**config.mk**
```make
export PLATFORM = sky130hd
export DESIGN_NAME = kdb_window
export DESIGN_NICKNAME = d
export VERILOG_FILES = /design/src/design/per_key_keyboard_debounce_core_macros.svh /design/src/design/kdb_pkg.sv /design/src/design/kdb_window.sv
export SDC_FILE = /design/constraint.sdc
export NUM_CORES = 1
export LEC_CHECK = 0
export ABC_AREA = 1
export BUFFER_PORTS_ARGS = -buffer_cell sky130_fd_sc_hd__buf_2
export CORE_MARGIN = 2
export CORE_UTILIZATION = 45
export DETAILED_ROUTE_END_ITERATION = 8
export GPL_TIMING_DRIVEN = 0
export PLACE_DENSITY = 0.75
export SLEW_MARGIN = 30
export SYNTH_ARGS = -nofsm -noshare
export SYNTH_HDL_FRONTEND = slang
export SYNTH_SLANG_ARGS = --single-unit
export TNS_END_PERCENT = 20
```
**constraint.sdc**
```tcl
create_clock -name vclk -period 25
set_clock_uncertainty 0.05 [all_clocks]
set_input_delay 7.5 -clock vclk [all_inputs]
set_output_delay 7.5 -clock vclk [all_outputs]
set_load 0.02 [all_outputs]
```
**src/design/per_key_keyboard_debounce_core_macros.svh**
```systemverilog
// Assertion macros shared by the debounce core.
`ifndef PER_KEY_KEYBOARD_DEBOUNCE_CORE_MACROS_SVH
`define PER_KEY_KEYBOARD_DEBOUNCE_CORE_MACROS_SVH

// Consequent must hold in the same cycle as the antecedent.
`define KDB_ASSERT_SAME(label, clk, rst_n, ante, cons) \
    label: assert property (@(posedge clk) disable iff (!rst_n) (ante) |-> (cons)) \
        else $error("kdb: same-cycle check failed");

// Consequent must hold in the cycle after the antecedent.
`define KDB_ASSERT_NEXT(label, clk, rst_n, ante, cons) \
    label: assert property (@(posedge clk) disable iff (!rst_n) (ante) |=> (cons)) \
        else $error("kdb: next-cycle check failed");

`endif

```
**src/design/kdb_pkg.sv**
```systemverilog
// Types and constants shared by the per-key debounce modules.
package kdb_pkg;

    localparam int KEY_W    = 10;
    localparam int TS_W     = 63;
    localparam int WIN_W    = 9;
    localparam int SLOT_W   = 20;
    localparam int WIN_NS_W = 29;
    localparam int CFG_IDX_W = 3;

    typedef logic [TS_W-1:0]     ts_t;
    typedef logic [KEY_W-1:0]    key_t;
    typedef logic [WIN_W-1:0]    win_t;
    typedef logic [SLOT_W-1:0]   slot_t;
    typedef logic [WIN_NS_W-1:0] win_ns_t;

    localparam win_t    MAX_MS     = 9'd500;
    localparam win_t    DEFAULT_MS = 9'd0;
    localparam win_ns_t NS_PER_MS  = 29'd1000000;
    localparam ts_t     STALE_NS   = 63'd5000000000;

    // Configuration register indexes.
    localparam logic [CFG_IDX_W-1:0] CFG_ENABLE = 3'd0;
    localparam logic [CFG_IDX_W-1:0] CFG_GWIN   = 3'd1;
    localparam logic [CFG_IDX_W-1:0] CFG_SLOT0  = 3'd2;
    localparam int                   CFG_SLOT_REGS = 4;

    // Slot field positions.
    localparam int SLOT_VALID_BIT = 19;
    localparam int SLOT_CODE_LSB  = 9;

    // Per-key flags, event bit lowest.
    typedef struct packed {
        logic rel;
        logic prs;
        logic held;
        logic ev;
    } key_flags_t;

    // Per-key timestamps kept in one memory row.
    typedef struct packed {
        ts_t event_t;
        ts_t release_t;
        ts_t press_t;
    } time_row_t;

    // Decision for one item: what to write back and what to report.
    typedef struct packed {
        logic       drop;
        logic       wr_en;
        key_flags_t flags;
        time_row_t  times;
        logic       acc_valid;
        key_t       acc_code;
    } judge_t;

    // Windows above the limit fall back to the default.
    function automatic win_t sane_window(input win_t ms);
        sane_window = (ms > MAX_MS) ? DEFAULT_MS : ms;
    endfunction

endpackage

```
**src/design/kdb_window.sv**
```systemverilog
// Window lookup: first matching override slot, else the global window, in ns.
module kdb_window
    import kdb_pkg::*;
#(
    parameter int SLOTS = 4
) (
    input  key_t    code,
    input  slot_t   slots [SLOTS],
    input  win_t    global_win,
    output win_ns_t win_ns
);

    win_t sel;

    // Walk from the last slot down so that the lowest matching slot wins.
    always_comb
    begin
        sel = sane_window(global_win);
        for (int i = SLOTS - 1; i >= 0; i--)
        begin
            if (slots[i][SLOT_VALID_BIT] &&
                slots[i][SLOT_CODE_LSB +: KEY_W] == code)
            begin
                sel = sane_window(slots[i][WIN_W-1:0]);
            end
        end
    end

    assign win_ns = WIN_NS_W'(sel) * NS_PER_MS;

endmodule

```
# Word-level counts from Yosys, hierarchy flattened
# Cells that the tools add are included.
[totals]
wordCells = 23
out_inout_bits = 29
ff_bits = 0
in_bits = 99
[classes]
n_reduce_logical = 4
n_eq_ne = 4
n_mux = 9
magnitude_cmp = 5
n_mul = 1
[ops]
columns = ["operator", "count"]
rows = [
  ["$mux 9", 9],
  ["$gt 9x9->1 const B", 5],
  ["$eq 10x10->1", 4],
  ["$mul 9x14->23 const B", 1],
  ["$logic_and 1x1->1", 4],
]

# Logic depth before layout (Yosys ltp)
[logic_depth]
ltp_word = 7
ltp_mapped = 29
depth_no_buf = 29

# Least setup slack after synthesis
# Ideal clock, no wire load.
[synth_path]
kind = "input port to output port"
startpoint = "input global_win[7]"
endpoint = "output win_ns[28]"
path_buffers = 1
required_ps = 17450
setup_slack_ps = 5544
arrival_time_ps = 11906
stages = 24
cell_sequence = "inv_1 -> nor3_1 -> and2_1 -> buf_1 -> nor2_1 -> nand2_1 -> nand3_1 -> nand2_1 -> nand2_1 -> o21a_1 -> fa_1 -> ha_1 -> inv_1 -> fa_1 -> fa_1 -> inv_1 -> ha_1 -> a21oi_1 -> nor2_1 -> a211oi_1 -> nor2_1 -> nor2_1 -> nand3_1 -> xnor2_1"
[synth_between]
elab_chain_cells = 7
[synth_lines]
columns = ["item", "line_no", "rtl"]
rows = [
  ["from (decl)", "kdb_window.sv:9", "input win_t global_win,"],
  ["$gt 9x9->1", "kdb_pkg.sv:59", "sane_window = (ms > MAX_MS) ? DEFAULT_MS : ms;"],
  ["$mux 9 (*)", "kdb_pkg.sv:59", ""],
  ["$mux 9 (*) (4 in series)", "kdb_window.sv:21", "if (slots[i][SLOT_VALID_BIT] &&"],
  ["$mul 9x14->23 (*)", "kdb_window.sv:29", "assign win_ns = WIN_NS_W'(sel) * NS_PER_MS;"],
  ["to (decl)", "kdb_window.sv:10", "output win_ns_t win_ns"],
]
# Every way passes the cells marked *; elsewhere a longest branch is shown, timed or not.

# Final worst setup path
[layout_path]
startpoint = "input code[6]"
endpoint = "output win_ns[28]"
[layout_between]
elab_chain_cells = 7
word_cells_on_any_way = 13
cone_classes = "mul: 1; eq/ne: 4; mux: 4; reduce/logical: 4"
[layout_lines]
columns = ["item", "line_no", "rtl"]
rows = [
  ["from (decl)", "kdb_window.sv:7", "input key_t code,"],
  ["$eq 10x10->1", "kdb_window.sv:22", "slots[i][SLOT_CODE_LSB +: KEY_W] == code)"],
  ["$logic_and 1x1->1", "kdb_window.sv:21", ""],
  ["$mux 9 (3 in series)", "kdb_window.sv:21", ""],
  ["$mux 9 (*)", "kdb_window.sv:21", ""],
  ["$mul 9x14->23 (*)", "kdb_window.sv:29", ""],
]
# Marks and branches as above.

==> out/results.tsv <==
stage	metric	value	unit
run_status	status	completed	
logic_synthesis	netlist_instances	600	
power	ir_worst_vdd	0.1334	mV
route	drt_first_pass_iters	4	
floorplanning	rows	32	
route	drc	0	
logic_synthesis	yosys.area.top_type	ha_1	
critical_path	crit_fanout	10	
layout	area_growth	21.19	%
critical_path	crit_arrival	12640	ps
layout	ff_latch_area	0	µm²
route	drtAntennaViolNets	0	
sta	fmax	49.52	MHz
critical_path	setup.worst_path.start_class	input pin	
place	port_buffers	122	
route	wirelength	9407	µm
sta	finalCritPeriodShare	0.8077	
floorplanning	coreArea	0.007727	mm²
logic_synthesis	seq_area_frac_synth	0	
global_route	antenna_found_initial	0	
layout	antenna_cells	0	
layout	finalNonFillerCells	829	
critical_path	crit_required	17450	ps
global_route	grt_pass1_wl	16010	µm
route	vias_per_cell	4.809	
sta	finalSetupViolations	0	
sta	hold_violations	0	
clock_network	cts-hold-fix-buffers	0	
hold_path	hp-class	input pin to primary output	
logic_synthesis	avgSynthCellArea	5.954	µm²
place	hpwl	8476	µm
logic_synthesis	synthTopCellsByCount	161 x nand2_1, 119 x inv_1, 60 x ha_1	
floorplanning	start_util	0.4623	
global_route	grt_pass1_vias	3872	
clock_network	cts_setup_buffers	0	
layout	drive_gt1_frac	0.2105	
layout	clkbuf_count	0	
sta	slew_violations	0	
run	maxCapViolCount	0	
place	dp_cells	829	
logic_synthesis	syn_area	0.003572	mm²
global_route	overflow	0	
logic_synthesis	synth_area_leaders	ha_1 21%, nand2_1 17%, inv_1 13%	
critical_path	critPathKind	input pin to primary output	
floorplanning	dieArea	0.008667	mm²
logic_synthesis	post-synth-top-count-cell	nand2_1	
floorplanning	die_w	93.10	µm
layout	seq_cells	0	
route	drt_iter0_drc	124	
layout	nFillCells	779	
route	vias	3987	
critical_path	end_kind	primary output	
logic_synthesis	synthDistinctLibCells	38	
floorplanning	io_pins	128	
place	placed_cell_area	0.004329	mm²
logic_synthesis	yosys_warnings	0	
sta	hold_slack	15540	ps
global_route	track_usage	0.2192	
sta	tns	0	ps
layout	final_nets	909	
sta	rsz0062_at_grt	no	
logic_synthesis	netlist.area_leader.share	0.2102	
layout	design_area	0.004329	mm²
power	power_density	59.05	mW/mm²
floorplanning	chipHeight	93.10	µm
clock_network	cts-resized-gates	0	
sta	finalCriticalPeriod	20190	ps
global_route	grt_max_degree	11	
place	place_congestion	0.9551	
route	wire_per_inst	11.35	µm
power	leakagePower	0.002734	µW
layer usage:
layer  part of all wire  vias to the layer above  global-route usage
met4             0.0077                        0             0.02083
met3              0.050                        6            0.008058
met1               0.46                     1752              0.2818
met5                  0                        -                   0
met2               0.48                      108              0.4197
li1                   -                     2121                   -
power by group:
part           internal, µW  switching, µW
sequential                0              0
clock                     0              0
combinational          95.6            160
critical path: stages:
cell     delay (ps)
buf_2           130
inv_2            60
nand2_1          50
nand2_1          60
nor2_1          180
nand2_1         120
nor2_4          240
nand2_4         120
nand2_1          90
nand3_1          80
nand2_2          70
nand2_2          50
o21a_1          290
fa_1            560
fa_1            530
fa_1            560
inv_1            50
ha_1            290
ha_1            350
nand2_1          80
nor3_1          130
inv_1            80
nor3_1          270
nand4_1         180
nand3_1         200
xnor2_1         130
buf_2           180
cell usage in the layout (no fill, tap or decap), types with 8 or more instances in the layout:
cell type,Yosys,layout
a21oi_1,15,15
buf_2,2,124
fa_1,21,21
ha_1,60,60
inv_1,119,119
inv_2,10,10
nand2_1,161,161
nand3_1,31,31
nand4_1,12,12
nor2_1,58,58
nor3_1,8,8
o21ai_0,19,19
o21ai_1,8,8
xor2_1,22,22
through the flow:
stage / util / setup WS (ps) / power [µW]
final: 0.5602 / 4808 / 255.7
after CTS: 0.5602 / 4826 / 257.6
after floorplan: - / 5544 / 186.2
after global placement: 0.5602 / 4881 / 251.1
after detailed placement: 0.5602 / 4864 / 255.1
after global routing: 0.5602 / 4389 / 288.9
path summary, 6_finish.rpt:
path         end  slack [ps]  depth (start not counted)  startpoint
max   win_ns[28]        4810                         27     code[6]
min    win_ns[6]       15540                          5   slots[60]
area by class of cell:
cell class	instances	area [µm²]	area share
well taps	102	127.6	0.02948
repair buffers	122	610.6	0.1410
plain buffers	10	70.07	0.01618
inverters	130	488.0	0.1127
multi-input cells	465	3033	0.7006
kinds of logic after synthesis:
kind of cell	share of synthesized area
buf+inv	0.1562
fa+ha+maj	0.3278
xor+xnor	0.07110
compound gates	0.1023
simple gates	0.3415
other cells	0.001050
(Power assumes the default switching activity.)
