$ cat src/design/per_key_keyboard_debounce_core_macros.svh
// Assertion macros shared by the debounce core.
`ifndef PER_KEY_KEYBOARD_DEBOUNCE_CORE_MACROS_SVH
`define PER_KEY_KEYBOARD_DEBOUNCE_CORE_MACROS_SVH

// Consequent must hold in the same cycle as the antecedent.
`define KDB_ASSERT_SAME(label, clk, rst_n, ante, cons) \
    label: assert property (@(posedge clk) disable iff (!rst_n) (ante) |-> (cons)) \
        else $error("kdb: same-cycle check failed");

// Consequent must hold in the cycle after the antecedent.
`define KDB_ASSERT_NEXT(label, clk, rst_n, ante, cons) \
    label: assert property (@(posedge clk) disable iff (!rst_n) (ante) |=> (cons)) \
        else $error("kdb: next-cycle check failed");

`endif

$ cat src/design/kdb_ram.sv
// Generic single-write, single-read memory with a registered read port.
module kdb_ram #(
    parameter int WIDTH = 8,
    parameter int DEPTH = 16,
    localparam int AW = $clog2(DEPTH)
) (
    input  logic             clk,
    input  logic             we,
    input  logic [AW-1:0]    waddr,
    input  logic [WIDTH-1:0] wdata,
    input  logic             re,
    input  logic [AW-1:0]    raddr,
    output logic [WIDTH-1:0] rdata
);

    logic [WIDTH-1:0] mem [DEPTH];
    logic [WIDTH-1:0] rdata_reg;

    // Write port and registered read port; a same-address read returns old data.
    always_ff @(posedge clk)
    begin
        if (we)
        begin
            mem[waddr] <= wdata;
        end
        if (re)
        begin
            rdata_reg <= mem[raddr];
        end
    end

    assign rdata = rdata_reg;

endmodule

$ cat config.mk
export PLATFORM = sky130hd
export DESIGN_NAME = kdb_ram
export DESIGN_NICKNAME = d
export VERILOG_FILES = /design/src/design/per_key_keyboard_debounce_core_macros.svh /design/src/design/kdb_ram.sv
export SDC_FILE = /design/constraint.sdc
export NUM_CORES = 1
export LEC_CHECK = 0
export BUFFER_PORTS_ARGS = -buffer_cell sky130_fd_sc_hd__clkbuf_2
export CORE_AREA = 2 2 101 103
export CTS_BUF_LIST = sky130_fd_sc_hd__clkbuf_16
export DETAILED_ROUTE_END_ITERATION = 10
export DIE_AREA = 0 0 103 105
export PLACE_DENSITY = 0.72
export SETUP_SLACK_MARGIN = 0.15
export SLEW_MARGIN = 25
export SYNTH_ARGS = -nofsm -noshare
export SYNTH_HDL_FRONTEND = slang
export SYNTH_SLANG_ARGS = --single-unit
export TNS_END_PERCENT = 50
$ cat constraint.sdc
create_clock -name clk -period 2.9 [get_ports clk]
set_input_delay 0.87 -clock clk [delete_from_list [all_inputs] [get_ports clk]]
set_output_delay 0.87 -clock clk [all_outputs]
set_load 0.01 [all_outputs]
Word-level counts from Yosys, hierarchy flattened
Memories as Yosys holds them, arrays and structs flattened. A register that Yosys moved wholly into a read port is not among the register bits.
Cells that the tools add are included.
Word-level totals
  bits in registers: 0
  RAM bits: 128
  logic and storage cells: 3
  memories kept: 1
Memory list
  mem: depth 16, bits a word 8, read ports 1, clocked after Yosys merged registers in 1, write ports 1, line kdb_ram.sv:16  | logic [WIDTH-1:0] mem [DEPTH];
Cells by class
  muxes and demuxes: 2
Operator list (number)
  2-to-1 mux 1 bit: 2

Longest topological paths before layout
Gate-level depths: netlist (run 1).
  word-level depth: 2
  gate-level depth with buffers: 5
  mapped depth without buffers: 3

Least setup slack after synthesis (run 1)
Ideal clock, no wire load.
  path type: input port to flip-flop
  from: input waddr[2]
  to: memory mem[0][0], enable pin
  arrival time: 1980 ps
  setup slack: 537 ps
  stages: 2
  path buffers: 0
  cells stage by stage: or3b_2 -> nor3_1
RTL lines
  from (decl): line kdb_ram.sv:9  | input logic [AW-1:0] waddr,
  to (decl): line kdb_ram.sv:16
Straight into the memory's write port.

==> summary.md, run 1 <==
| Metric | Value |
|---|---|
| Most frequent cells in the layout | edfxtp_1 (136), clkbuf_2 (26), buf_4 (20) |
| First-pass GRT wire length | 15,800 um |
| Req. time, crit path | 3.05 ns |
| Area growth syn-to-layout | 19.4% |
| Core area | 9640 um^2 |
| Drt wl/cell | 23.8 um |
| Worst VDD drop | between 0.0004 and 0.0005 V |
| Flop-to-flop setup slack | approximately 1.4 ns |
| Synthesized Nets | 248 |
| Area of the multi-input gates | 1060 um^2 |
| Fin Setup TNS | 0 ns |
| H-tree levels | 4 |
| Sequential area share after synthesis | 0.781 |
| Final GP Congestion | between 0.7 and 0.8 |
| Max Cap Violations | 0 |
| CTS Buf Count | 17 |
| Leakage | approximately 0.0021 uW |
| Crit path kind | in -> reg |
| Hold Vio Cnt, Final | 0 |
| Via count | 2,568 |
| Buffer count from post-CTS setup fixing | 0 |
| Post-layout util | 0.647 |
| Worst Hold Class | reg -> reg |
| Dpl hpwl | roughly 6300 um |
| Worst reg2reg path startpoint | mem[8][4] |
| GRT Total Usage | 0.212 |
| Initial Util | 0.542 |
| Routed WL | 10,300 um |
| WP data arrival | between 2 and 2.5 ns |
| Layout cells sized above 1 | 0.320 |
| Final Power | 4710 uW |
| Worst Reg-to-Reg Cells | 3 |
| Clk_skew | 0.00399 ns |
| Cell count after synthesis | 229 |
| Unrepaired setup endpoints after global routing | no |
| Number of DRC markers in iteration 0 | 255 |
| Filler instances | 624 |
| Commonest non-fill, non-tap cell in the layout | edfxtp_1 |
| Avg Cell Area, Syn | 22.8 um^2 |
| FF+latch count, synth | between 100 and 150 |
| Worst slew margin | 0.702 |
| Number of I/O pins | 27 |
| PortBufs | 26 |
| Max-slew violation count | 0 |
| Slew of the pin with the lowest slew margin | 0.445 ns |
| Post-synth cell types | 18 |
| Initial antenna violation count | 0 |
| Drt pass-1 iters | 4 |
| Root Driver | clkbuf_16 |
| Die width | 103 um |
| Clk sinks | 136 |
| Routed Antenna Nets | 0 |
| CTS tree | yes |
| N_diodes | 0 |
| Cts hold-fix bufs | 0 |
| Setup crit start kind | input pin |
| Peak fanout along the critical path | 32 |
| DR vias/cell | 5.97 |
| PD cells | 755 nW/um^2 |
| Post_cts resized | 0 |
| Final setup vio count | 0 |
| Vias in the first global route | 2,632 |
| WHS Path Cells | 3 |
| Cell area after synthesis | 5230 um^2 |
| Rows | 36 |
| Min cycle time layout | 2.03 ns |
| Hold endpoint | rdata[6] |
| Vert. Die Dim | 105 um |
| Die ar. | 10,800 um^2 |
| Worst setup EP type | flop |
| Critical path's slowest cell | mux4_1 |
| Status | complete, no violations |
| Hold Crit Start | mem[14][6] |
| Fmax | slightly below 500 MHz |
| Largest register FFs | roughly 130 |
| Seq. cell area | 4080 um^2 |
| Remaining Overflow, GRT | 0 |
| Crit path cell chain | clkbuf_2 -> buf_12 -> mux4_1 -> a22oi_1 -> nand2_1 |
| Pin count of the biggest net entering global routing | 33 |
| Worst-path clk slew | approximately 0.060 ns |
| DRC viols | 0 |
| Max Buffers Root-to-Sink | 2 |
| Final Net Count | 304 |
| Ys Warns | 0 |
| Clk_lat worst skew | about 0.41 ns |
| Final period util | 0.701 |
| R2R Path End | rdata[4] |
| CP max stage delay | 0.59 ns |
[cell families after synthesis]
| family | count (synthesis) | synth area share |
|---|---|---|
| compound gates | 16 | 0.0230 |
| buf+inv | 10 | 0.0165 |
| simple gates | 35 | 0.0314 |
| mux | 32 | 0.148 |
| flops | 136 | 0.781 |
[cell type report]
cell class	count	area share
repair buffers	47	0.0481
multi-input cells	83	0.169
flip-flops and latches	136	0.654
well taps	133	0.0267
clock buffers	17	0.0682
clock inverters	14	0.0333
[synth_stat cells]
master | count | area (um^2)
buf_2 | 3 | 15.0
nand2b_1 | 2 | 12.5
nor2_1 | 13 | 48.8
and2_1 | 1 | 6.26
nor3_1 | 4 | 20.0
edfxtp_1 | 136 | 4080
nand3_1 | 1 | 5.00
mux4_2 | 18 | 405
nor2b_1 | 1 | 6.26
mux4_1 | 14 | 368
buf_6 | 3 | 33.8
and2b_1 | 1 | 7.51
buf_4 | 1 | 7.51
nand3b_1 | 2 | 15.0
nand2_1 | 9 | 33.8
or3b_2 | 1 | 8.76
clkdlybuf4s25_2 | 3 | 30.0
a22oi_1 | 16 | 120
[how the worst max path moves through the flow]
stage                        start        end  slack, ns  cells past startpoint
after detailed placement  raddr[0]   rdata[0]       0.43                      5
after global placement    raddr[0]   rdata[4]       0.44                      5
after floorplan           waddr[2]  mem[0][0]       0.54                      2
after global routing      raddr[0]   rdata[0]       0.78                      5
final                     raddr[0]   rdata[4]       0.87                      5
after CTS                 raddr[0]   rdata[4]       0.85                      5
[per-layer routing]
layer	vias up	wire length [um]	GRT usage
met1	1335	4270	0.311
met5	-	0	0
met4	0	235	0.0912
li1	1093	-	-
met3	14	763	0.0569
met2	126	4990	0.301
[critical path: cells and delay by family]
| family | cells | cell delay, ns |
|---|---|---|
| compound gates | 1 | 0.28 |
| mux | 1 | 0.59 |
| buf+inv | 2 | 0.34 |
| simple gates | 1 | 0.08 |
[metrics by stage]
step | worst slack [ns] | hold slack [ns] | instances | cell area, um^2
2_1_floorplan | 0.537 | 0.705 | 229 | 5230
3_3_place_gp | 0.439 | 0.730 | 399 | 5610
3_5_place_dp | 0.432 | 0.748 | 399 | 5610
4_1_cts | 0.852 | 0.762 | 430 | 6240
5_1_grt | 0.781 | 0.793 | 430 | 6240
6_report | 0.867 | 0.764 | 430 | 6240
[power by group]
group	leakage, uW	total [uW]	switching [uW]	internal [uW]
combinational	0.000594	207	121	86.0
clock	0.000304	2280	768	1510
sequential	0.00124	2230	11.6	2220
total	0.00213	4710	900	3810
Note: power is estimated with default switching activity, not from simulation.
==> inputs of run 2 (changes only) <==
Clock period 2.9 ns to 2.1 ns, I/O delays scaled along.
==> run 2 against run 1 <==
Effect of this change: count of clock-buffer cells in the layout unchanged; critical path type unchanged; design area decreased by 0.64%; power increased by 26%; highest routed layer unchanged.
==> summary.md, run 2 (same netlist as run 1, synthesis figures left out) <==
| Metric | Value |
|---|---|
| Status | complete, no violations |
| GRT Total Usage | 0.205 (-0.00677) |
| Worst setup EP type | flop |
| Final period util | 0.842 |
| Routed Antenna Nets | 0 (unchanged) |
| Area of the multi-input gates | 1060 um^2 (+0.47%) |
| Seq. cell area | 4080 um^2 (unchanged) |
| Clk_skew | 0.00536 ns (+0.00137 ns) |
| Area growth syn-to-layout | 18.6% |
| CP top delay family | multiplexers |
| CP max stage delay | 0.56 ns (-0.03 ns) |
| Peak fanout along the critical path | 11 (-66%) |
| Initial Util | 0.542 (unchanged) |
| Post-layout util | 0.643 (-0.00415) |
| Place WS | -0.0624 ns (-0.494 ns) |
| Dpl hpwl | 6170 um (-2.5%) |
| Pin count of the biggest net entering global routing | 21 (-36%) |
| CTS tree | yes |
| Worst Hold Class | in -> reg |
| Core area | 9640 um^2 (unchanged) |
| Slew of the pin with the lowest slew margin | 0.383 ns (-0.0626 ns) |
| Max Buffers Root-to-Sink | 2 (unchanged) |
| Number of DRC markers in iteration 0 | 221 (-13%) |
| DRC viols | 0 (unchanged) |
| Buffer count from post-CTS setup fixing | 0 (unchanged) |
| Die ar. | 10,800 um^2 (unchanged) |
| Worst slew margin | 0.745 (+0.0428) |
| Via count | 2,534 (-1.3%) |
| Remaining Overflow, GRT | 0 (unchanged) |
| Setup crit start kind | input pin |
| Initial antenna violation count | 0 (unchanged) |
| Number of I/O pins | 27 (unchanged) |
| Clk sinks | 136 (unchanged) |
| WP data arrival | 1.91 ns (-0.27 ns) |
| Final WS setup | 0.332 ns (-0.535 ns) |
| Largest register FFs | 128 (unchanged) |
| Vert. Die Dim | 105 um (unchanged) |
| Filler instances | 659 (+5.6%) |
| Crit path kind | in -> reg |
| Crit path buf inv count | 2 (unchanged) |
| Drt wl/cell | 22.8 um (-4.3%) |
| Final GP Congestion | 0.710 (-3.2%) |
| Crit path cell chain | clkbuf_2 -> buf_12 -> mux4_1 -> a22oi_1 -> nand2_1 |
| Cts hold-fix bufs | 0 (unchanged) |
| Clk_lat worst skew | 0.40 ns (about the same) |
| DR vias/cell | 5.84 (-2.2%) |
| CTS Buf Count | 17 (unchanged) |
| Most frequent cells in the layout | edfxtp_1 (136), clkbuf_2 (26), buf_4 (21) |
| Fmax | 566 MHz |
| Req. time, crit path | 2.24 ns (-0.81 ns) |
| First-pass GRT wire length | 15,300 um (-3.4%) |
| N_diodes | 0 (unchanged) |
| Min cycle time layout | between 1.5 and 2 ns |
| Final hold slack | 0.650 ns (-0.114 ns) |
| Rows | 36 (unchanged) |
| Drt pass-1 iters | 4 (unchanged) |
| Root Driver | clkbuf_16 |
| PortBufs | 26 (unchanged) |
| PD cells | 961 nW/um^2 (+27%) |
| Unrepaired setup endpoints after global routing | no |
| Worst VDD drop | 0.000476 V (+11%) |
| Post_cts resized | 0 (unchanged) |
| H-tree levels | 4 (unchanged) |
| Commonest non-fill, non-tap cell in the layout | edfxtp_1 |
| Critical path's slowest cell | mux4_1 |
| Leakage | 0.00213 uW (about the same) |
| Final Net Count | 308 (+1.3%) |
| Max-slew violation count | 0 (unchanged) |
| Layout cells sized above 1 | 0.326 (+0.00572) |
| Worst-path clk slew | 0.05 ns (about the same) |
| Routed WL | 9900 um (-3.4%) |
| Hold Vio Cnt, Final | 0 (unchanged) |
| Die width | 103 um (unchanged) |
| Max Cap Violations | 0 (unchanged) |
| Vias in the first global route | 2,624 (-0.30%) |
| Final setup vio count | 0 (unchanged) |
## run 2: changes by cell type in the layout (fill, tap and decap cells not counted)
| cell | change |
|---|---|
| inv_1 | +2 |
| clkinvlp_4 | -1 |
| nor3_1 | -1 |
| nor3_2 | +1 |
| clkinv_4 | -2 |
| clkinv_2 | +5 |
| buf_4 | +1 |
| buf_12 | +3 |
| bufinv_16 | -4 |
## run 2: layer usage
layer | global-route usage | wire length (um) | share of wire
met4 | 0.0968 | 243 | 0.025
met2 | 0.302 | 5000 | 0.50
met3 | 0.0508 | 606 | 0.061
met1 | 0.290 | 4050 | 0.41
met5 | 0 | 0 | 0
## run 2: final cells by class
class	count	share of cell area
clock buffers	17	0.0686
multi-input cells	83	0.171
clock inverters	14	0.0153
flip-flops and latches	136	0.659
well taps	133	0.0268
repair buffers	51	0.0593
## run 2: final timing paths
kind	start	end	slack (ns)	depth (start not counted)
worst min register to register	mem[7][3]	rdata[3]	0.74	3
worst max register to register	mem[8][5]	rdata[5]	0.56	3
worst min-delay path	wdata[4]	mem[1][4]	0.65	1
worst max-delay path	raddr[0]	rdata[5]	0.33	5
## run 2: per-stage QoR
stage               total power, uW  instances  area (um^2)  setup TNS, ns
detailed placement             3430        403         5680         -0.219
global placement               3420        403         5680         -0.195
global route                   6130        434         6200              0
finish                         5960        434         6200              0
CTS                            5990        434         6200              0
floorplan                      3290        229         5230              0
## run 2: where the power goes
part	leakage [uW]	total (uW)	internal, uW	switching [uW]
Sequential	0.00124	3080	3060	17.9
Clock	0.000269	2580	1580	1000
Combinational	0.000628	295	131	164
Total	0.00213	5960	4770	1180
