File: src/design/per_key_keyboard_debounce_core_macros.svh
// Assertion macros shared by the debounce core.
`ifndef PER_KEY_KEYBOARD_DEBOUNCE_CORE_MACROS_SVH
`define PER_KEY_KEYBOARD_DEBOUNCE_CORE_MACROS_SVH

// Consequent must hold in the same cycle as the antecedent.
`define KDB_ASSERT_SAME(label, clk, rst_n, ante, cons) \
    label: assert property (@(posedge clk) disable iff (!rst_n) (ante) |-> (cons)) \
        else $error("kdb: same-cycle check failed");

// Consequent must hold in the cycle after the antecedent.
`define KDB_ASSERT_NEXT(label, clk, rst_n, ante, cons) \
    label: assert property (@(posedge clk) disable iff (!rst_n) (ante) |=> (cons)) \
        else $error("kdb: next-cycle check failed");

`endif

File: src/design/kdb_pkg.sv
// Types and constants shared by the per-key debounce modules.
package kdb_pkg;

    localparam int KEY_W    = 10;
    localparam int TS_W     = 63;
    localparam int WIN_W    = 9;
    localparam int SLOT_W   = 20;
    localparam int WIN_NS_W = 29;
    localparam int CFG_IDX_W = 3;

    typedef logic [TS_W-1:0]     ts_t;
    typedef logic [KEY_W-1:0]    key_t;
    typedef logic [WIN_W-1:0]    win_t;
    typedef logic [SLOT_W-1:0]   slot_t;
    typedef logic [WIN_NS_W-1:0] win_ns_t;

    localparam win_t    MAX_MS     = 9'd500;
    localparam win_t    DEFAULT_MS = 9'd0;
    localparam win_ns_t NS_PER_MS  = 29'd1000000;
    localparam ts_t     STALE_NS   = 63'd5000000000;

    // Configuration register indexes.
    localparam logic [CFG_IDX_W-1:0] CFG_ENABLE = 3'd0;
    localparam logic [CFG_IDX_W-1:0] CFG_GWIN   = 3'd1;
    localparam logic [CFG_IDX_W-1:0] CFG_SLOT0  = 3'd2;
    localparam int                   CFG_SLOT_REGS = 4;

    // Slot field positions.
    localparam int SLOT_VALID_BIT = 19;
    localparam int SLOT_CODE_LSB  = 9;

    // Per-key flags, event bit lowest.
    typedef struct packed {
        logic rel;
        logic prs;
        logic held;
        logic ev;
    } key_flags_t;

    // Per-key timestamps kept in one memory row.
    typedef struct packed {
        ts_t event_t;
        ts_t release_t;
        ts_t press_t;
    } time_row_t;

    // Decision for one item: what to write back and what to report.
    typedef struct packed {
        logic       drop;
        logic       wr_en;
        key_flags_t flags;
        time_row_t  times;
        logic       acc_valid;
        key_t       acc_code;
    } judge_t;

    // Windows above the limit fall back to the default.
    function automatic win_t sane_window(input win_t ms);
        sane_window = (ms > MAX_MS) ? DEFAULT_MS : ms;
    endfunction

endpackage

File: src/design/kdb_judge.sv
// Per-item debounce decision and the updated per-key state.
module kdb_judge
    import kdb_pkg::*;
(
    input  logic       enable,
    input  logic       in_range,
    input  key_t       code,
    input  logic       pressed,
    input  logic       repeated,
    input  ts_t        ts,
    input  win_ns_t    win_ns,
    input  key_flags_t flags,
    input  time_row_t  times,
    input  logic       acc_valid,
    input  key_t       acc_code,
    output judge_t     res
);

    logic       stale;
    logic       press_hit;
    logic       rel_hit;
    logic       acc_after;
    logic       acc_match;
    key_flags_t fa;
    ts_t        win_ts;

    assign win_ts    = TS_W'(win_ns);
    assign acc_match = acc_valid && (acc_code == code);

    // Timestamp went backwards or the key sat idle too long.
    assign stale = flags.ev &&
                   ((ts < times.event_t) || ((ts - times.event_t) > STALE_NS));
    assign fa        = stale ? key_flags_t'('0) : flags;
    assign acc_after = acc_valid && !(stale && acc_code == code);

    // Distance checks against the last press and last release.
    assign press_hit = (ts >= times.press_t) && ((ts - times.press_t) < win_ts);
    assign rel_hit   = (ts >= times.release_t) && ((ts - times.release_t) < win_ts);

    always_comb
    begin
        res.drop      = 1'b0;
        res.wr_en     = 1'b0;
        res.flags     = flags;
        res.times     = times;
        res.acc_valid = acc_valid;
        res.acc_code  = acc_code;
        if (!in_range)
        begin
            // Codes beyond the store pass and touch nothing.
        end
        else if (!enable)
        begin
            res.wr_en     = 1'b1;
            res.flags     = '0;
            res.acc_valid = acc_valid && !acc_match;
        end
        else
        begin
            res.wr_en     = 1'b1;
            res.flags     = fa;
            res.acc_valid = acc_after;
            if (!pressed)
            begin
                if (fa.held)
                begin
                    res.flags.held      = 1'b0;
                    res.flags.rel       = 1'b1;
                    res.times.release_t = ts;
                end
            end
            else if (repeated)
            begin
                res.flags.held = 1'b1;
            end
            else if (win_ns != '0 && fa.held && fa.prs && press_hit)
            begin
                res.drop = 1'b1;
            end
            else if (win_ns != '0 && fa.rel && acc_after && acc_code == code && rel_hit)
            begin
                res.drop = 1'b1;
            end
            else
            begin
                res.flags.held    = 1'b1;
                res.flags.prs     = 1'b1;
                res.times.press_t = ts;
                res.acc_valid     = 1'b1;
                res.acc_code      = code;
            end
            res.flags.ev      = 1'b1;
            res.times.event_t = ts;
        end
    end

endmodule

File: config.mk
export PLATFORM = sky130hd
export DESIGN_NAME = kdb_judge
export DESIGN_NICKNAME = d
export VERILOG_FILES = /design/src/design/per_key_keyboard_debounce_core_macros.svh /design/src/design/kdb_pkg.sv /design/src/design/kdb_judge.sv
export SDC_FILE = /design/constraint.sdc
export NUM_CORES = 1
export LEC_CHECK = 0
export BUFFER_PORTS_ARGS = -buffer_cell sky130_fd_sc_hd__buf_4
export CAP_MARGIN = 0
export CORE_ASPECT_RATIO = 0.7
export CORE_MARGIN = 2
export CORE_UTILIZATION = 40
export DETAILED_ROUTE_END_ITERATION = 6
export PLACE_DENSITY = 0.69
export SYNTH_ARGS = -nofsm -noshare
export SYNTH_HDL_FRONTEND = slang
export SYNTH_SLANG_ARGS = --single-unit
File: constraint.sdc
create_clock -name vclk -period 6.7
set_input_delay 0 -clock vclk [all_inputs]
set_output_delay 0 -clock vclk [all_outputs]
set_load 0.1 [all_outputs]
Word level (Yosys, flattened, before mapping)
Index checks and enable logic that the tools add are counted.
{"block": "word_totals", "out_inout_bits": 206, "regBits": 0, "input_bits": 310}
{"block": "classes", "magnitude_cmp": 6, "muxes": 25, "eq_ne": 1, "addsub": 3, "reduce_logical": 18}
{"op": "$mux W74", "n": 4}
{"op": "$mux W206", "n": 1}
{"op": "$mux W189", "n": 1}
{"op": "$sub A63 B63 Y63", "n": 3}
{"op": "$ge A63 B63 Y1", "n": 2}
{"op": "$lt A63 B29 Y1", "n": 2}
{"op": "$mux W63", "n": 2}
{"op": "$gt A63 B33 Y1 const B", "n": 1}
{"op": "$lt A63 B63 Y1", "n": 1}
{"op": "$reduce_bool A29 Y1", "n": 1}
{"op": "$logic_and A1 B1 Y1", "n": 14}
{"op": "$mux W1", "n": 12}
{"op": "$eq A10 B10 Y1", "n": 1}
{"op": "$mux W10", "n": 1}
{"op": "$mux W4", "n": 2}
{"op": "$mux W2", "n": 2}
{"op": "$logic_not A1 Y1", "n": 2}
{"op": "$logic_or A1 B1 Y1", "n": 1}

Longest topological paths before layout
Gate-level depths: netlist of run 1.
{"block": "logic_depth", "word_depth": 16, "mapped_depth": 27}

Least setup slack after synthesis of run 1
No wires, ideal clock.
{"block": "synth_path", "path_type": "input to output", "from": "in ts[0]", "to": "out res[12] (netlist name)", "slack_ns": 0.144, "stages": 25, "arrival_ns": 6.556, "cell_sequence": "inv_1 > ha_1 > inv_1 > fa_1 > a211oi_1 > o21ai_0 > o211ai_1 > nand3_1 > a31oi_1 > xnor2_1 > ha_1 > a221o_1 > a311o_1 > a2111oi_0 > o2111ai_1 > or4_1 > a211oi_1 > nand4_1 > nor4bb_1 > and4_1 > a32oi_1 > o21bai_1 > buf_2 > buf_2 > mux2i_1"}
{"element": "start: declaration", "line_no": "kdb_judge.sv:10", "text": "input ts_t ts,"}
{"element": "end: declaration", "line_no": "kdb_judge.sv:16", "text": "output judge_t res"}

==> impl_metrics.tcl, run 1 <==
set metrics [dict create \
    slowest_stage "fa_1" \
    die_w_um 256 \
    status "completed" \
    rsz0062_at_grt "no" \
    pin_count 516 \
    port_buffers 516 \
    syn_avg_cell_area_um2 6.56 \
    wl_per_cell_um 24.7 \
    intPower_uw 931 \
    p_sw_share_pct 68.0 \
    drt-total-wl_um 93500 \
    seq_area_um2 0 \
    via_per_inst 6.32 \
    finalCritPeriodShare_pct 97.3 \
    maxCapViolCount 0 \
    nets 3751 \
    drt_pass1_iterations 6 \
    area_growth_pct 27.9 \
    irDropWorstVdd_v 0.0000845 \
    fin_area_mm2 0.0228 \
    start_kind "primary input" \
    synth.cell_area_mm2 0.0178 \
    synth_cell_types 89 \
    drtIter0Drc 2743 \
    syn_nets 3274 \
    grt_pass1_wl_um 136000 \
    routabilityCongestion 1.11 \
    setup_viol 0 \
    min_period_ns 6.52 \
    p_total_mw 2.90 \
    grt_max_degree 71 \
    fmax_mhz 153 \
    fill_cells 4440 \
    cts_hold_buf 0 \
    ant_nets 0 \
    groute.usage.overall_pct 37.7 \
    yosys_warnings 0 \
    tns_ns 0 \
    crit_path_end_kind "output port" \
    grt_overflow_total 0 \
    crit_fanout 14 \
    antenna_found_initial 6 \
    drv_slew 0 \
    power_switching_mw 1.97 \
    rows 64 \
    layout_common_cells "buf_4, nand2_1, a21oi_1" \
    p_leak_nw 10.7 \
    clockPowerShare_pct 0 \
    hold_class "in -> out" \
    drcViolationCount 0 \
    coreArea_mm2 0.0438 \
    nClkBuffers 0 \
    power_frac_seq_pct 0 \
    layout.cells.most_common "buf_4" \
    start_util_pct 40.7 \
    vias 23970 \
    multiInputGateArea_mm2 0.0164 \
    postSynthCellCount 2716 \
    post-route-util_pct 52.0 \
    path_class "in -> out" \
    worstMarginPinSlew_ns 1.02 \
    dpl-instance-area_mm2 0.0224 \
    drive_gt1_share_pct 24.4 \
    cp_data_arrival_time_ns 6.52 \
    place_hpwl_um 81200 \
    slowest_delay_ns 0.41 \
    cp_common_cell "buf_4" \
    nFlopsAndLatches 0 \
    slew_headroom_pct 31.9 \
    yosysSeqAreaShare_pct 0 \
    power_density_mw_per_mm2 127 \
    required_ns 6.70 \
    dieArea_mm2 0.0463 \
    fp.dieH_um 181 \
    combPwrFrac_pct 100.0 \
    hold_viol 0 \
    grt_pass1_vias 22297 \
]
## metal layers
layer  track usage (%)  part of all wire (%)
met1              53.3                    44
met2              56.7                    41
met3              9.40                    12
met4              9.52                   3.1
met5                 0                     0
## power by group through the flow
| stage | clock, mW | combinational, mW | sequential (mW) |
|---|---|---|---|
| 5_1_grt | 0.0000000200 | 3.07 | 0 |
| 3_5_place_dp | 0 | 2.80 | 0 |
| 3_3_place_gp | 0 | 2.78 | 0 |
| 2_1_floorplan | 0 | 1.95 | 0 |
| 4_1_cts | 0 | 2.81 | 0 |
| 6_report | 0.0000000760 | 2.90 | 0 |
## cell usage after synthesis, types with 15 or more instances
cell,n,area share (%)
nand2_1,310,6.5
a21oi_1,283,8.0
inv_1,264,5.6
ha_1,245,17
o21ai_0,233,6.5
nor2_1,198,4.2
nand4_1,89,3.1
xnor2_1,81,4.0
mux2_2,78,4.9
clkbuf_1,75,1.6
a21o_1,68,2.9
nor3_1,59,1.7
mux2_4,58,4.9
xor2_1,55,2.7
nand3_1,51,1.4
o21a_1,49,2.1
nor4_1,34,1.2
a31oi_1,32,1.1
o211ai_1,32,1.3
o21bai_1,26,1.1
a211oi_1,24,1.0
and2_1,18,0.63
mux2i_1,18,1.0
and3_1,17,0.60
nand2b_1,17,0.60
nor2b_1,17,0.60
buf_2,16,0.45
o31ai_1,16,0.67
or3_1,15,0.53
## repair_timing
| action | 4_1_cts | 5_1_grt |
|---|---|---|
| pin swaps | 2 | 8 |
| gates cloned | 0 | 1 |
| setup buffers | 9 | 1 |
| gates resized for setup | 6 | 59 |
| hold endpoints to repair | 0 | 0 |
| setup endpoints to repair | 1 | 76 |
## worst paths after layout
kind                      from  endpoint  cells past startpoint
worst max-delay path     ts[0]    res[7]                     37
worst min-delay path  in_range  res[204]                      2
## final cells by class
type / instances / share of cell area (%)
Timing Repair Buffer: 585 / 20.3
Multi-Input combinational cell: 2342 / 72.0
Tap cell: 594 / 3.26
Inverter: 264 / 4.35
Antenna cell: 6 / 0.0659
## stage by stage
stage                     hold slack, ns  setup WS [ns]  cells
after CTS                          0.389         0.0692   3783
after floorplan                    0.212          0.144   2716
after detailed placement           0.388         -0.310   3774
final                              0.396          0.179   3791
after global placement             0.385         -0.262   3774
after global routing               0.397         0.0181   3786
## critical path: cells and delay by family
family	cells	cell delay [ns]
multiplexers	1	0.36
AND/OR/NAND/NOR	4	0.83
AO/OA/AOI/OAI	12	2.50
buffers and inverters	16	1.82
XOR/XNOR	1	0.14
adder cells (fa/ha/maj)	3	0.84
## cell families (layout without fill, tap and decap cells)
family,Yosys count,in the layout,share of synthesized area (%)
adders and majority gates,248,248,17.6
muxes,154,154,10.8
other,0,6,0
and+or+nand+nor,895,895,24.4
AOI/OAI and AO/OA,909,909,32.0
xor gates and xnor gates,136,136,6.69
buffers and inverters,374,849,8.56
No activity file was read; power rests on OpenSTA's default activity.
==> run 2, diff against run 1 <==
CORE_UTILIZATION = 45   (was 40)
PLACE_DENSITY = 0.76   (was 0.69)
==> run 2 against run 1 <==
Against the previous run: count of clock-buffer cells in the layout unchanged; flip-flop and latch count unchanged; die area decreased by 11%; hold slack improved by 0.0012 ns; maximum frequency increased by 1.0%; design area decreased by 1.9%.
==> impl_metrics.tcl, run 2 (synthesis gave the netlist of run 1 again) <==
set metrics [dict create \
    fin_area_mm2 0.0224 \
    die_w_um 242 \
    drive_gt1_share_pct 23.6 \
    path_class "in -> out" \
    min_period_ns 6.46 \
    fp.dieH_um 170 \
    area_growth_pct 25.5 \
    nets 3733 \
    worstMarginPinSlew_ns 1.02 \
    cts_hold_buf 0 \
    port_buffers 516 \
    coreArea_mm2 0.0387 \
    hold_depth 2 \
    pin_count 516 \
    wl_per_cell_um 24.6 \
    maxCapViolCount 0 \
    rows 60 \
    setup_viol 0 \
    slew_headroom_pct 30.0 \
    hold_end "res[204]" \
    start_util_pct 46.0 \
    nClkBuffers 0 \
    groute.usage.overall_pct 41.4 \
    nFlopsAndLatches 0 \
    p_leak_nw 10.6 \
    grt_pass1_vias 22252 \
    drt_pass1_iterations 7 \
    via_per_inst 6.44 \
    hold_class "in -> out" \
    drtIter0Drc 3265 \
    power_density_mw_per_mm2 128 \
    fmax_mhz 155 \
    start_kind "primary input" \
    dpl-instance-area_mm2 0.0222 \
    required_ns 6.70 \
    ant_nets 0 \
    hold_viol 0 \
    seq_area_um2 0 \
    grt_max_degree 74 \
    status "completed" \
    grt_pass1_wl_um 133000 \
    post-place-ws_ns -0.00214 \
    routabilityCongestion 1.09 \
    fill_cells 3854 \
    crit_path_end_kind "output port" \
    setup_ws_ns 0.244 \
    dieArea_mm2 0.0412 \
    irDropWorstVdd_v 0.0000983 \
    hold_path_startpoint "in_range" \
    cp_data_arrival_time_ns 6.46 \
    drv_slew 0 \
    layout.cells.most_common "buf_4" \
    drcViolationCount 0 \
    crit_fanout 28 \
    place_hpwl_um 79100 \
    antenna_found_initial 4 \
    layout_common_cells "buf_4, nand2_1, a21oi_1" \
    finalCritPeriodShare_pct 96.4 \
    drt-total-wl_um 91000 \
    grt_overflow_total 0 \
    vias 23871 \
]
==> run 2: cell count changes in the layout (fill, tap and decap cells not counted), sizes merged <==
cell   before  now
buf       584  566
diode       6    5
==> run 2: worst max-delay path by stage <==
stage | startpoint | to | slack, ns | depth (start not counted)
floorplan | ts[0] | res[12] | 0.14 | 25
global placement | ts[0] | res[201] | 0.15 | 27
detailed placement | ts[0] | res[201] | -0.002 | 27
CTS | ts[0] | res[201] | 0.02 | 27
global route | ts[0] | res[67] | -0.07 | 29
finish | ts[1] | res[54] | 0.24 | 26
==> run 2: power by group <==
group / switching, mW / total, mW / leakage, nW / internal, mW
Combinational: 1.96 / 2.87 / 10.6 / 0.912
Clock: 0 / 0.0000000369 / 0.0000317 / 0.0000000369
Sequential: 0 / 0 / 0 / 0
==> run 2: worst max-delay path: stages <==
cell and delay, ns:
buf_4 0.17, ha_1 0.28, nor2b_1 0.26, o31a_1 0.22, o2111ai_1 0.15, a211oi_1 0.46, or2_2 0.22, a21oi_1 0.07
xnor2_1 0.16, ha_1 0.20, a221o_1 0.35, a311o_1 0.32, a2111oi_1 0.41, buf_4 0.19, o2111ai_1 0.09, or4_4 0.54
a211oi_2 0.27, nand4_1 0.13, nor4bb_1 0.29, and4_1 0.32, a32oi_2 0.14, o21bai_4 0.21, buf_12 0.15, buf_12 0.20
mux2_2 0.37, buf_4 0.23
==> run 2: layout make-up <==
class	count	area [um2]	area share (%)
diodes	5	12.5	0.0560
inverters	264	991	4.43
well taps	527	659	2.95
repair buffers	567	4350	19.5
multi-input cells	2342	16300	73.1
==> run 2: what timing repair did <==
| item | CTS | global route |
|---|---|---|
| pin swaps | 0 | 4 |
| gates cloned | 0 | 1 |
| gates resized for setup | 1 | 9 |
| endpoints found under the setup margin | 1 | 75 |
| buffers inserted | 0 | 5 |
==> run 2: routing by layer <==
| layer | GRT usage, % | part of all wire, % | vias to the layer above | wire (um) |
|---|---|---|---|---|
| met4 | 10.5 | 2.9 | 4 | 2680 |
| met1 | 56.9 | 42 | 11285 | 38400 |
| met3 | 13.1 | 14 | 200 | 13000 |
| li1 | - | - | 10915 | - |
| met5 | 0.941 | 0.071 | - | 65 |
| met2 | 61.8 | 41 | 1467 | 36900 |
==> run 2: through the flow <==
| step | instances | util (%) | setup TNS [ns] | total power [mW] | hold slack (ns) |
|---|---|---|---|---|---|
| after floorplan | 2716 | - | 0 | 1.95 | 0.212 |
| after global placement | 3694 | 57.4 | 0 | 2.73 | 0.388 |
| after detailed placement | 3694 | 57.4 | -0.00214 | 2.77 | 0.388 |
| after CTS | 3694 | 57.4 | 0 | 2.78 | 0.389 |
| after global routing | 3701 | 57.7 | -2.75 | 3.03 | 0.392 |
| final | 3705 | 57.7 | 0 | 2.87 | 0.398 |
